**src/hw/rtl/irpwd_pkg.sv**
```systemverilog
// Shared types and constants of the IR pulse-width frame decoder.
`timescale 1ns / 1ps

package irpwd_pkg;

    localparam int LEN_W      = 5;
    localparam int CFG_IDX_W  = 3;
    localparam int CFG_DATA_W = 5;
    localparam int DEV_ADDR_W = 3;

    localparam logic [LEN_W-1:0] PULSE_LEN_MAX = 5'd31;

    typedef logic [1:0] t_status;

    localparam t_status ST_OK        = 2'd0;
    localparam t_status ST_BAD_START = 2'd1;
    localparam t_status ST_BAD_BIT   = 2'd2;
    localparam t_status ST_TIMEOUT   = 2'd3;

    typedef enum logic [CFG_IDX_W-1:0] {
        REG_START_MIN      = 3'd0,
        REG_START_MAX      = 3'd1,
        REG_ZERO_MIN       = 3'd2,
        REG_ZERO_MAX       = 3'd3,
        REG_ONE_MIN        = 3'd4,
        REG_ONE_MAX        = 3'd5,
        REG_PULSE_TIMEOUT  = 3'd6,
        REG_DEVICE_ADDRESS = 3'd7
    } t_reg_index;

    typedef enum logic [1:0] {
        PH_IDLE     = 2'd0,
        PH_LOW      = 2'd1,
        PH_GAP      = 2'd2,
        PH_WAITHIGH = 2'd3
    } t_phase;

    typedef struct packed {
        logic [LEN_W-1:0]      start_min;
        logic [LEN_W-1:0]      start_max;
        logic [LEN_W-1:0]      zero_min;
        logic [LEN_W-1:0]      zero_max;
        logic [LEN_W-1:0]      one_min;
        logic [LEN_W-1:0]      one_max;
        logic [LEN_W-1:0]      pulse_timeout;
        logic [DEV_ADDR_W-1:0] device_address;
    } t_cfg;

    localparam t_cfg CFG_RESET = '{
        start_min:      5'd23,
        start_max:      5'd25,
        zero_min:       5'd4,
        zero_max:       5'd8,
        one_min:        5'd10,
        one_max:        5'd14,
        pulse_timeout:  5'd26,
        device_address: 3'd5
    };

    typedef struct packed {
        logic is_start;
        logic is_zero;
        logic is_one;
    } t_pulse_class;

endpackage

```
**src/hw/rtl/irpwd_ifs.sv**
```systemverilog
// Valid/ready channel interfaces for line samples and decoded frames.
`timescale 1ns / 1ps

interface irpwd_in_if;
    logic valid;
    logic ready;
    logic ir_level;

    modport source (output valid, output ir_level, input ready);
    modport sink (input valid, input ir_level, output ready);
endinterface

interface irpwd_out_if #(
    parameter int DATA_BITS    = 8,
    parameter int ADDRESS_BITS = 3
);
    logic                      valid;
    logic                      ready;
    logic [DATA_BITS-1:0]      frame_data;
    logic [ADDRESS_BITS-1:0]   frame_address;
    irpwd_pkg::t_status        status;
    logic                      address_match;

    modport source (output valid, output frame_data, output frame_address,
                    output status, output address_match, input ready);
    modport sink (input valid, input frame_data, input frame_address,
                  input status, input address_match, output ready);
endinterface

```
**src/hw/rtl/irpwd_classify.sv**
```systemverilog
// Window classifier that sorts a measured low pulse into start, zero or one.
`timescale 1ns / 1ps

module irpwd_classify (
    input  logic [irpwd_pkg::LEN_W-1:0] i_len,
    input  irpwd_pkg::t_cfg             i_cfg,
    output irpwd_pkg::t_pulse_class     o_class
);
    import irpwd_pkg::*;

    always_comb begin
        o_class.is_start = (i_len >= i_cfg.start_min) && (i_len <= i_cfg.start_max);
        o_class.is_zero  = (i_len >= i_cfg.zero_min)  && (i_len <= i_cfg.zero_max);
        o_class.is_one   = (i_len >= i_cfg.one_min)   && (i_len <= i_cfg.one_max);
    end

endmodule

```
**src/hw/rtl/ir_pulse_width_frame_decoder.sv**
```systemverilog
// Top level: samples the IR line, measures low pulses and emits one word per frame.
// A sample is taken into an input register and decoded from there; a result word
// is written into the output register when the sample ending the frame is decoded.
// One sample is accepted every cycle; the input stalls only while a decoded word
// waits in the output register and the sample being decoded would produce another.
// Synchronous active-low reset returns the decoder to idle, clears the counters and
// valid flags and loads the default pulse windows, timeout and device address.
`timescale 1ns / 1ps

module ir_pulse_width_frame_decoder #(
    parameter int DATA_BITS    = 8,
    parameter int ADDRESS_BITS = 3
) (
    input  logic                                i_clk,
    input  logic                                i_rst_n,
    input  logic                                i_cfg_we,
    input  logic [irpwd_pkg::CFG_IDX_W-1:0]     i_cfg_index,
    input  logic [irpwd_pkg::CFG_DATA_W-1:0]    i_cfg_data,
    irpwd_in_if.sink                            i_sample,
    irpwd_out_if.source                         o_frame
);
    import irpwd_pkg::*;

    localparam int TOTAL_BITS = DATA_BITS + ADDRESS_BITS;
    localparam int IDX_W      = $clog2(TOTAL_BITS + 2);

    t_cfg r_cfg;

    logic r_in_valid;
    logic r_in_level;

    t_phase                r_phase, n_phase;
    logic [LEN_W-1:0]      r_len, n_len;
    logic [IDX_W-1:0]      r_idx, n_idx;
    logic [TOTAL_BITS-1:0] r_bits, n_bits;

    logic                    r_out_valid;
    logic [DATA_BITS-1:0]    r_out_data;
    logic [ADDRESS_BITS-1:0] r_out_addr;
    t_status                 r_out_status;
    logic                    r_out_match;

    logic         emit;
    t_status      emit_status;
    logic         proc_fire;
    t_pulse_class pulse_class;

    logic [DATA_BITS-1:0]       res_data;
    logic [ADDRESS_BITS-1:0]    res_addr;
    logic [DEV_ADDR_W-1:0]      res_addr_ext;
    logic                       res_match;

    irpwd_classify u_classify (
        .i_len   (r_len),
        .i_cfg   (r_cfg),
        .o_class (pulse_class)
    );

    always_ff @(posedge i_clk) begin
        if (!i_rst_n) begin
            r_cfg <= CFG_RESET;
        end else if (i_cfg_we) begin
            case (t_reg_index'(i_cfg_index))
                REG_START_MIN:      r_cfg.start_min      <= i_cfg_data;
                REG_START_MAX:      r_cfg.start_max      <= i_cfg_data;
                REG_ZERO_MIN:       r_cfg.zero_min       <= i_cfg_data;
                REG_ZERO_MAX:       r_cfg.zero_max       <= i_cfg_data;
                REG_ONE_MIN:        r_cfg.one_min        <= i_cfg_data;
                REG_ONE_MAX:        r_cfg.one_max        <= i_cfg_data;
                REG_PULSE_TIMEOUT:  r_cfg.pulse_timeout  <= i_cfg_data;
                REG_DEVICE_ADDRESS: r_cfg.device_address <= i_cfg_data[DEV_ADDR_W-1:0];
                default: begin
                end
            endcase
        end
    end

    always_comb begin
        logic             low;
        logic [LEN_W-1:0] len_inc;
        logic [IDX_W-1:0] pos;
        logic             bit_val;

        low     = !r_in_level;
        len_inc = (r_len < PULSE_LEN_MAX) ? r_len + 5'd1 : r_len;
        pos     = r_idx - IDX_W'(1);
        bit_val = 1'b0;

        n_phase     = r_phase;
        n_len       = r_len;
        n_idx       = r_idx;
        n_bits      = r_bits;
        emit        = 1'b0;
        emit_status = ST_OK;

        case (r_phase)
            PH_IDLE, PH_GAP: begin
                if (low) begin
                    if (r_phase == PH_IDLE) begin
                        n_idx  = '0;
                        n_bits = '0;
                    end
                    n_phase = PH_LOW;
                    n_len   = 5'd1;
                    if (5'd1 > r_cfg.pulse_timeout) begin
                        emit        = 1'b1;
                        emit_status = ST_TIMEOUT;
                        n_phase     = PH_WAITHIGH;
                    end
                end
            end
            PH_LOW: begin
                if (low) begin
                    n_len = len_inc;
                    if (len_inc > r_cfg.pulse_timeout) begin
                        emit        = 1'b1;
                        emit_status = ST_TIMEOUT;
                        n_phase     = PH_WAITHIGH;
                    end
                end else if (r_idx == '0) begin
                    if (!pulse_class.is_start) begin
                        emit        = 1'b1;
                        emit_status = ST_BAD_START;
                        n_phase     = PH_IDLE;
                    end else begin
                        n_idx   = IDX_W'(1);
                        n_bits  = '0;
                        n_phase = PH_GAP;
                    end
                end else if (!pulse_class.is_zero && !pulse_class.is_one) begin
                    emit        = 1'b1;
                    emit_status = ST_BAD_BIT;
                    n_phase     = PH_IDLE;
                end else begin
                    // The zero window wins where the two windows overlap.
                    bit_val = !pulse_class.is_zero;
                    n_bits  = r_bits | (TOTAL_BITS'(bit_val) << pos);
                    n_idx   = r_idx + IDX_W'(1);
                    if (r_idx >= IDX_W'(TOTAL_BITS)) begin
                        emit        = 1'b1;
                        emit_status = ST_OK;
                        n_phase     = PH_IDLE;
                    end else begin
                        n_phase = PH_GAP;
                    end
                end
            end
            PH_WAITHIGH: begin
                if (!low) begin
                    n_phase = PH_IDLE;
                end
            end
            default: begin
                n_phase = PH_IDLE;
            end
        endcase
    end

    always_comb begin
        if (emit_status == ST_OK) begin
            res_data = n_bits[DATA_BITS-1:0];
            res_addr = n_bits[TOTAL_BITS-1:DATA_BITS];
        end else begin
            res_data = '0;
            res_addr = '0;
        end
        res_addr_ext = DEV_ADDR_W'({3'b000, res_addr});
        res_match    = (emit_status == ST_OK)
                       && (res_addr_ext == r_cfg.device_address);
    end

    assign proc_fire      = r_in_valid && (!emit || !r_out_valid || o_frame.ready);
    assign i_sample.ready = !r_in_valid || proc_fire;

    always_ff @(posedge i_clk) begin
        if (!i_rst_n) begin
            r_in_valid <= 1'b0;
        end else if (i_sample.ready) begin
            r_in_valid <= i_sample.valid;
        end
    end

    always_ff @(posedge i_clk) begin
        if (i_sample.valid && i_sample.ready) begin
            r_in_level <= i_sample.ir_level;
        end
    end

    always_ff @(posedge i_clk) begin
        if (!i_rst_n) begin
            r_phase <= PH_IDLE;
            r_len   <= '0;
            r_idx   <= '0;
            r_bits  <= '0;
        end else if (proc_fire) begin
            r_phase <= n_phase;
            r_len   <= n_len;
            r_idx   <= n_idx;
            r_bits  <= n_bits;
        end
    end

    always_ff @(posedge i_clk) begin
        if (!i_rst_n) begin
            r_out_valid <= 1'b0;
        end else if (proc_fire && emit) begin
            r_out_valid <= 1'b1;
        end else if (o_frame.ready) begin
            r_out_valid <= 1'b0;
        end
    end

    always_ff @(posedge i_clk) begin
        if (proc_fire && emit) begin
            r_out_data   <= res_data;
            r_out_addr   <= res_addr;
            r_out_status <= emit_status;
            r_out_match  <= res_match;
        end
    end

    assign o_frame.valid         = r_out_valid;
    assign o_frame.frame_data    = r_out_data;
    assign o_frame.frame_address = r_out_addr;
    assign o_frame.status        = r_out_status;
    assign o_frame.address_match = r_out_match;

endmodule

```
**src/flat_wrapper.sv**
```systemverilog
// flat-port wrapper written by rule: the top's interface ports become plain ports
module ir_pulse_width_frame_decoder_flat import irpwd_pkg::*;
#(
    parameter int DATA_BITS    = 8,
    parameter int ADDRESS_BITS = 3
)
  (i_clk, i_rst_n, i_cfg_we, i_cfg_index, i_cfg_data, i_sample_valid, i_sample_ir_level, i_sample_ready, o_frame_valid, o_frame_frame_data, o_frame_frame_address, o_frame_status, o_frame_address_match, o_frame_ready);
  irpwd_in_if i_sample_i ();
  irpwd_out_if #(.DATA_BITS(DATA_BITS), .ADDRESS_BITS(ADDRESS_BITS)) o_frame_i ();
  input  logic i_clk;
  input  logic i_rst_n;
  input  logic i_cfg_we;
  input  logic [irpwd_pkg::CFG_IDX_W-1:0] i_cfg_index;
  input  logic [irpwd_pkg::CFG_DATA_W-1:0] i_cfg_data;
  input wire logic [$bits(i_sample_i.valid)-1:0] i_sample_valid;
  input wire logic [$bits(i_sample_i.ir_level)-1:0] i_sample_ir_level;
  output wire logic [$bits(i_sample_i.ready)-1:0] i_sample_ready;
  output wire logic [$bits(o_frame_i.valid)-1:0] o_frame_valid;
  output wire logic [$bits(o_frame_i.frame_data)-1:0] o_frame_frame_data;
  output wire logic [$bits(o_frame_i.frame_address)-1:0] o_frame_frame_address;
  output wire logic [$bits(o_frame_i.status)-1:0] o_frame_status;
  output wire logic [$bits(o_frame_i.address_match)-1:0] o_frame_address_match;
  input wire logic [$bits(o_frame_i.ready)-1:0] o_frame_ready;
  assign i_sample_i.valid = i_sample_valid;
  assign i_sample_i.ir_level = i_sample_ir_level;
  assign i_sample_ready = i_sample_i.ready;
  assign o_frame_valid = o_frame_i.valid;
  assign o_frame_frame_data = o_frame_i.frame_data;
  assign o_frame_frame_address = o_frame_i.frame_address;
  assign o_frame_status = o_frame_i.status;
  assign o_frame_address_match = o_frame_i.address_match;
  assign o_frame_i.ready = o_frame_ready;
  ir_pulse_width_frame_decoder #(.DATA_BITS(DATA_BITS), .ADDRESS_BITS(ADDRESS_BITS)) u_core (.i_clk(i_clk), .i_rst_n(i_rst_n), .i_cfg_we(i_cfg_we), .i_cfg_index(i_cfg_index), .i_cfg_data(i_cfg_data), .i_sample(i_sample_i), .o_frame(o_frame_i));
endmodule
```
**config.mk**
```make
export PLATFORM = sky130hd
export DESIGN_NAME = ir_pulse_width_frame_decoder_flat
export DESIGN_NICKNAME = d
export VERILOG_FILES = /design/src/hw/rtl/irpwd_pkg.sv /design/src/hw/rtl/irpwd_ifs.sv /design/src/hw/rtl/irpwd_classify.sv /design/src/hw/rtl/ir_pulse_width_frame_decoder.sv /design/src/flat_wrapper.sv
export SDC_FILE = /design/constraint.sdc
export NUM_CORES = 1
export LEC_CHECK = 0
export CORE_ASPECT_RATIO = 1.1
export CORE_MARGIN = 1
export CORE_UTILIZATION = 37
export CTS_CLUSTER_SIZE = 8
export DETAILED_ROUTE_END_ITERATION = 10
export DONT_BUFFER_PORTS = 1
export PLACE_DENSITY = 0.48
export SLEW_MARGIN = 20
export SYNTH_ARGS = -nofsm -noshare
export SYNTH_HDL_FRONTEND = slang
export SYNTH_HIERARCHICAL = 1
export SYNTH_SLANG_ARGS = --single-unit
```
**constraint.sdc**
```tcl
create_clock -name i_clk -period 4.82 [get_ports i_clk]
set_clock_uncertainty 0.05 [all_clocks]
set_input_delay 0.964 -clock i_clk [delete_from_list [all_inputs] [get_ports i_clk]]
set_output_delay 0.964 -clock i_clk [all_outputs]
set_load 0.005 [all_outputs]
```
======== After elaboration in Yosys (flattened, before gate mapping) ========
Index checks and enable logic that the tools add are counted.
storage, ports and cells
  register bits after elaboration ......... 77
  bits of input ports ..................... 14
  output and inout bits ................... 16
  logic and storage cells ................. 135
operators by class
  $add $sub $neg .......................... 3
  $lt $le $gt $ge ......................... 10
  eq/ne operators ......................... 19
  shift-type cells ........................ 1
  multiplexer cells ....................... 48
  bitwise logic cells ..................... 1
  reductions and logical operators ........ 34
operator list
  operator               number
  $mux W11               6
  $mux W2                15
  $mux W4                6
  $pmux W11 S2           1
  $reduce_and A2 Y1      8
  $ge A5 B5 Y1           3
  $le A5 B5 Y1           3
  $mux W5                3
  $eq A3 B3 Y1 const B   4
  $mux W1                11
  $or A11 B11 Y11        1
  $shl A1 B4 Y11         1
  $pmux W5 S2            1
  $logic_and A1 B1 Y1    8
  $pmux W4 S2            1
  $reduce_and A4 Y1      2
  $reduce_and A7 Y1      1
  $eq A3 B2 Y1 const B   2
  $ne A2 B1 Y1 const B   3
  $ne A3 B2 Y1 const B   2
  $pmux W2 S3            1
  $add A5 B1 Y5 const B  1
  $gt A1 B5 Y1 const A   1
  $gt A5 B5 Y1           1
  20 further kinds       30

======== Longest topological paths before layout ========
Gate-level depths: netlist of run 1.
  depth after elaboration ................. 14
  depth in mapped cells ................... 14
  gate-level depth less buffers ........... 12

======== Hierarchy ========
The synthesis of run 1 kept the hierarchy.
by module, submodules not included
  module                        times used  cells an instance  area an instance (um2)  seq. area each (um2)
  ir_pulse_width_frame_decoder  1           399                3666.0                  1691.6
  irpwd_classify                1           100                750.7                   0.0

======== Worst setup path after synthesis of run 1 ========
OpenSTA, ideal clock, no wires.
  path kind ............................... reg2out
  start ................................... register u_core.r_len[3]
  end ..................................... output i_sample_ready
  data arrival time ....................... 2.501 ns
  required time ........................... 3.806 ns
  path slack .............................. 1.305 ns
  cell stages (with the launch flop) ...... 10
  path buffers ............................ 0
  cell sequence ........................... dfxtp_1 ha_1 and4_2 a21oi_1 a22oi_1 or4b_4 a21o_1 o31a_1 a311oi_1 inv_1
RTL lines
  element                 line                                 RTL
  from (decl)             ir_pulse_width_frame_decoder.sv:33   logic [LEN_W-1:0] r_len, n_len;
  from (signal assigned)  ir_pulse_width_frame_decoder.sv:197  r_len <= n_len;
  to (decl)               flat_wrapper.sv:17                   output wire logic [$bits(i_sample_i.ready)-1:0] i_sample_ready;

==> flow_summary.json, run 1 <==
{
  "swShare": 0.239,
  "fin_nets": 543,
  "power.internal_mw": 1.10,
  "yosys_warnings": 6,
  "synth_nets": 551,
  "criticalPathCategory": "reg -> out",
  "yosysTopAreaCellShare": 0.281,
  "finalWorstSetupSlack_ps": 613,
  "cts-hold-fix-buffers": 0,
  "cts_made_buffers": 9,
  "row_count": 41,
  "grt_pass1_wl_mm": 17.2,
  "syn-mean-instance-area_um2": 8.85,
  "drt-pass1-iter-count": 4,
  "setup_viol": 0,
  "timing.final.crit_share": 0.873,
  "overflow": 0,
  "diodes": 0,
  "power_mw": 1.45,
  "avgRoutedWirePerCell_um": 16.1,
  "synth_common_cells": "66 x nor2_1, 62 x dfxtp_1, 47 x nand2_1",
  "outcome": "finished, final reports clean",
  "die_h_um": 117,
  "place_ws_ps": 961,
  "synth-main-ff-cell": "dfxtp_1",
  "p_comb_frac": 0.070,
  "crit_fanout": 13,
  "synth_async_sr_flop_share": 0,
  "seq_power_share": 0.468,
  "num_vias": 3445,
  "place_congestion": 0.842,
  "fin_cells": 646,
  "p_clk_frac": 0.461,
  "grt_max_degree": 43,
  "slew_viol_final": 0,
  "dp_hpwl_mm": 7.62,
  "ant_nets": 0,
  "synth_area_um2": 4420,
  "tns_ps": 0,
  "drtIter0Drc": 172,
  "ys_seq_area_frac": 0.383,
  "cp.arrival_ps": 3190,
  "max_freq_mhz": 238,
  "dpl-instance-area_um2": 4520,
  "irDropWorstVdd_mv": 0.141,
  "die_area_um2": 12400,
  "ys_ff_latch": 77,
  "yosys.cell_count.top_type": "nor2_1",
  "power_switching_uw": 347,
  "grt_pass1_vias": 3393,
  "area_delta_synth_final_pct": 8.81,
  "yosysTopAreaCell": "dfxtp_1",
  "core_um2": 11500,
  "clk_pin_slew_ps": 60,
  "tritoncts": "yes",
  "syn_inst": 499,
  "drv_cap": 0,
  "start_util": 0.383,
  "routed_wl_mm": 10.4,
  "rsz0062_at_grt": "false",
  "power.density_nw_per_um2": 302,
  "die_w_um": 106,
  "period_minus_slack_ps": 4210,
  "drc": 0,
  "min_path_type": "reg -> reg",
  "portBuffers": 0,
  "max_slew_margin": 0.354,
  "crit_path_end_kind": "output port",
  "required_ps": 3810,
  "vias_per_cell": 5.33,
  "clock_path_buffers": 2,
  "leakagePower_nw": 2.02,
  "cts_resized": 0,
  "synth_cell_types": 63,
  "clk_latency_ps": 340,
  "design_area_um2": 4810,
  "finalHoldViolCount": 0,
  "ios": 30,
  "clock_sinks": 77,
  "worst_slew_pin_slew_ps": 963,
  "fillerInstances": 1148,
  "dpl.cell_count": 630,
  "hold-worst-slack_ps": 397,
  "antenna_found_initial": 0,
  "htreeDepth": 3,
  "drive_gt1_frac": 0.0766,
  "post_cts_buffers": 0,
  "grtUsageTotal": 0.182,
  "synth-edff-count": 15,
  "critPathLaunchType": "register",
  "ys_top_cells_by_area": "dfxtp_1 28%, ha_1 11%, edfxtp_1 10%",
  "fin_util": 0.416,
  "clock-root-buffer": "clkbuf_16"
}
## cell families after synthesis
group | after synthesis | synth area share
flip-flops | 77 | 0.383
buffers and inverters | 67 | 0.0635
AND/OR/NAND/NOR | 180 | 0.203
XOR/XNOR | 4 | 0.00793
adder cells (fa/ha/maj) | 38 | 0.108
multiplexers | 38 | 0.0864
AO/OA/AOI/OAI | 95 | 0.148
## cells in the final DEF, fill, tap and decap left out, types with 4 or more instances in the layout
cell and instances:
nor2_1 66, clkbuf_16 9, dfxtp_1 62, o21ai_1 9, o211ai_1 7, inv_1 44, nand3_1 12, a22oi_1 7
edfxtp_1 15, a21oi_1 23, ha_1 38, mux2i_1 37, o21ai_0 11, a31oi_1 6, nand2_1 47, o32ai_1 6
nand2b_1 11, nor3_1 5, nor2b_1 5, nand4_1 4
## layout make-up
cell class	count	area (µm²)	share of cell area
tap	150	188	0.0391
inverter	45	169	0.0351
timing repair buffer	3	22.5	0.00469
clock buffer	9	225	0.0469
sequential	77	1690	0.352
clock inverter	7	65.1	0.0135
multi-input combinational	355	2440	0.509
## layer usage
metal | global-route usage | wire length [µm] | vias to the layer above
li1 | - | - | 1738
met1 | 0.219 | 4780 | 1624
met2 | 0.314 | 5040 | 64
met3 | 0.0379 | 331 | 19
met4 | 0.0806 | 232 | 0
met5 | 0 | 0 | -
## state kept, by name (all words and copies together) (netlist names)
name and cells:
u_core/o_frame.frame_data 8, u_core/o_frame.frame_address 3, u_core/o_frame.address_match 1, u_core/r_cfg 38, u_core/r_phase 2, u_core/r_idx 4, u_core/r_len 5, u_core/r_in_valid 1
u_core/r_bits 11, u_core/o_frame.valid 1, u_core/o_frame.status 2, u_core/r_in_level 1
## power groups by stage
| stage | sequential (mW) | combinational (mW) | clock (mW) |
|---|---|---|---|
| 6_report | 0.680 | 0.102 | 0.670 |
| 3_3_place_gp | 0.693 | 0.101 | 0 |
| 4_1_cts | 0.679 | 0.103 | 0.696 |
| 5_1_grt | 0.681 | 0.115 | 0.717 |
| 2_1_floorplan | 0.687 | 0.0940 | 0 |
| 3_5_place_dp | 0.694 | 0.103 | 0 |
## worst paths after layout
path	to	slack (ps)	cells past startpoint	from
max	i_sample_ready	610	9	u_core/r_len[3]
min	u_core/r_bits[6]	400	2	u_core/r_bits[6]
max reg2reg	u_core/o_frame.frame_data[0]	1230	11	u_core/r_len[3]
min reg2reg	u_core/r_bits[6]	400	2	u_core/r_bits[6]
## critical path, stage by stage (launching register included)
cell	delay (ps)
dfxtp_1	630
ha_1	340
and4_2	240
a21oi_1	130
a22oi_1	150
or4b_4	540
a21o_1	190
o31a_1	130
a311oi_1	410
inv_1	110
Power figures use the tool's default switching activity.
==> run 2: changes to the inputs <==
CELL_PAD_IN_SITES_DETAIL_PLACEMENT = 2   (was unset)
CELL_PAD_IN_SITES_GLOBAL_PLACEMENT = 2   (was unset)
PLACE_DENSITY = 0.72   (was 0.48)
==> flow_summary.json, run 2 (same netlist as run 1, synthesis figures left out) <==
{
  "drive_gt1_frac": 0.0785,
  "die_area_um2": 12400,
  "overflow": 0,
  "clk_pin_slew_ps": 60,
  "max_freq_mhz": 231,
  "drtIter0Drc": 136,
  "min_path_type": "reg -> reg",
  "period_minus_slack_ps": 4330,
  "hold_start": "u_core/r_bits[6]",
  "core_um2": 11500,
  "die_h_um": 117,
  "grtUsageTotal": 0.224,
  "grt_pass1_vias": 3848,
  "irDropWorstVdd_mv": 0.227,
  "place_ws_ps": 900,
  "cp-startpoint": "u_core/r_len[3]",
  "grt_max_degree": 43,
  "fin_util": 0.417,
  "drv_cap": 0,
  "timing.final.crit_share": 0.899,
  "ant_nets": 0,
  "tns_ps": 0,
  "cts-hold-fix-buffers": 0,
  "start_util": 0.383,
  "vias_per_cell": 5.52,
  "clock_sinks": 77,
  "diodes": 0,
  "r2r_start": "u_core/r_len[3]",
  "dpl-instance-area_um2": 4520,
  "power_mw": 1.48,
  "outcome": "finished, final reports clean",
  "critPathLaunchType": "register",
  "die_w_um": 106,
  "final_cell_mix": "66 x nor2_1, 62 x dfxtp_1, 47 x nand2_1",
  "avgRoutedWirePerCell_um": 19.8,
  "dp_hpwl_mm": 9.34,
  "post_cts_buffers": 0,
  "slew_viol_final": 0,
  "routed_wl_mm": 12.8,
  "cts_resized": 0,
  "clock-root-buffer": "clkbuf_16",
  "clock_path_buffers": 2,
  "fin_cells": 647,
  "worst_slew_pin_slew_ps": 1040,
  "num_vias": 3573,
  "row_count": 41,
  "cp.arrival_ps": 3320,
  "design_area_um2": 4820,
  "fin_nets": 544,
  "finalHoldViolCount": 0,
  "finalWorstSetupSlack_ps": 488,
  "hold-worst-slack_ps": 411,
  "setup_viol": 0,
  "crit_path_end_kind": "output port",
  "portBuffers": 0,
  "fillerInstances": 1292,
  "max_slew_margin": 0.300,
  "area_delta_synth_final_pct": 9.04,
  "cts_made_buffers": 9,
  "place_congestion": 0.866,
  "ios": 30,
  "required_ps": 3810,
  "mostFrequentLayoutCell": "nor2_1",
  "power.density_nw_per_um2": 307,
  "antenna_found_initial": 0,
  "crit_fanout": 13,
  "htreeDepth": 3,
  "dpl.cell_count": 631,
  "drc": 0,
  "drt-pass1-iter-count": 4,
  "rsz0062_at_grt": "false",
  "criticalPathCategory": "reg -> out",
  "grt_pass1_wl_mm": 20.8,
  "largest_reg_flops": 38,
  "top_register": "u_core/r_cfg",
  "tritoncts": "yes",
  "clk_latency_ps": 350,
  "leakagePower_nw": 2.02
}
==> run 2: cell types whose count changed in the layout (fill, tap and decap cells not counted) <==
cell,previous run,this run
clkinvlp_4,1,2
buf_4,3,4
clkbuf_1,0,1
clkinv_2,3,2
clkinv_1,2,1
==> run 2: path summary, 6_finish.rpt <==
kind	slack, ps	depth (start not counted)	endpoint
setup / recovery	490	9	i_sample_ready
hold / removal	410	2	u_core/r_bits[6]
setup reg to reg	1040	11	u_core/r_bits[10]
hold reg to reg	410	2	u_core/r_bits[6]
==> run 2: layout make-up <==
class	instances	area, µm²	share of cell area
flip-flops and latches	77	1690	0.351
clock buffers	10	229	0.0475
clock inverters	6	63.8	0.0133
well taps	150	188	0.0390
inverters	45	169	0.0351
multi-input cells	355	2440	0.508
repair buffers	4	30.0	0.00624
==> run 2: power breakdown <==
group          total, mW  leakage (nW)  switching, mW  internal, mW
clock              0.692         0.139          0.291         0.401
sequential         0.680         0.645         0.0127         0.667
combinational      0.109          1.24         0.0686        0.0400
total               1.48          2.02          0.372          1.11
==> run 2: critical path: stages (launching register included) <==
cell and delay (ps):
dfxtp_1 700, ha_1 350, and4_2 250, a21oi_1 140
a22oi_1 150, or4b_4 540, a21o_1 200, o31a_1 130
a311oi_1 400, inv_1 110
==> run 2: metal layers <==
layer  part of all wire  GRT usage  up-vias  routed length, µm
li1                   -          -     1745                  -
met1               0.42      0.254     1775               5440
met2               0.53      0.417       36               6860
met3              0.021     0.0352       17                273
met4              0.021     0.0981        0                270
met5                  0          0        -                  0
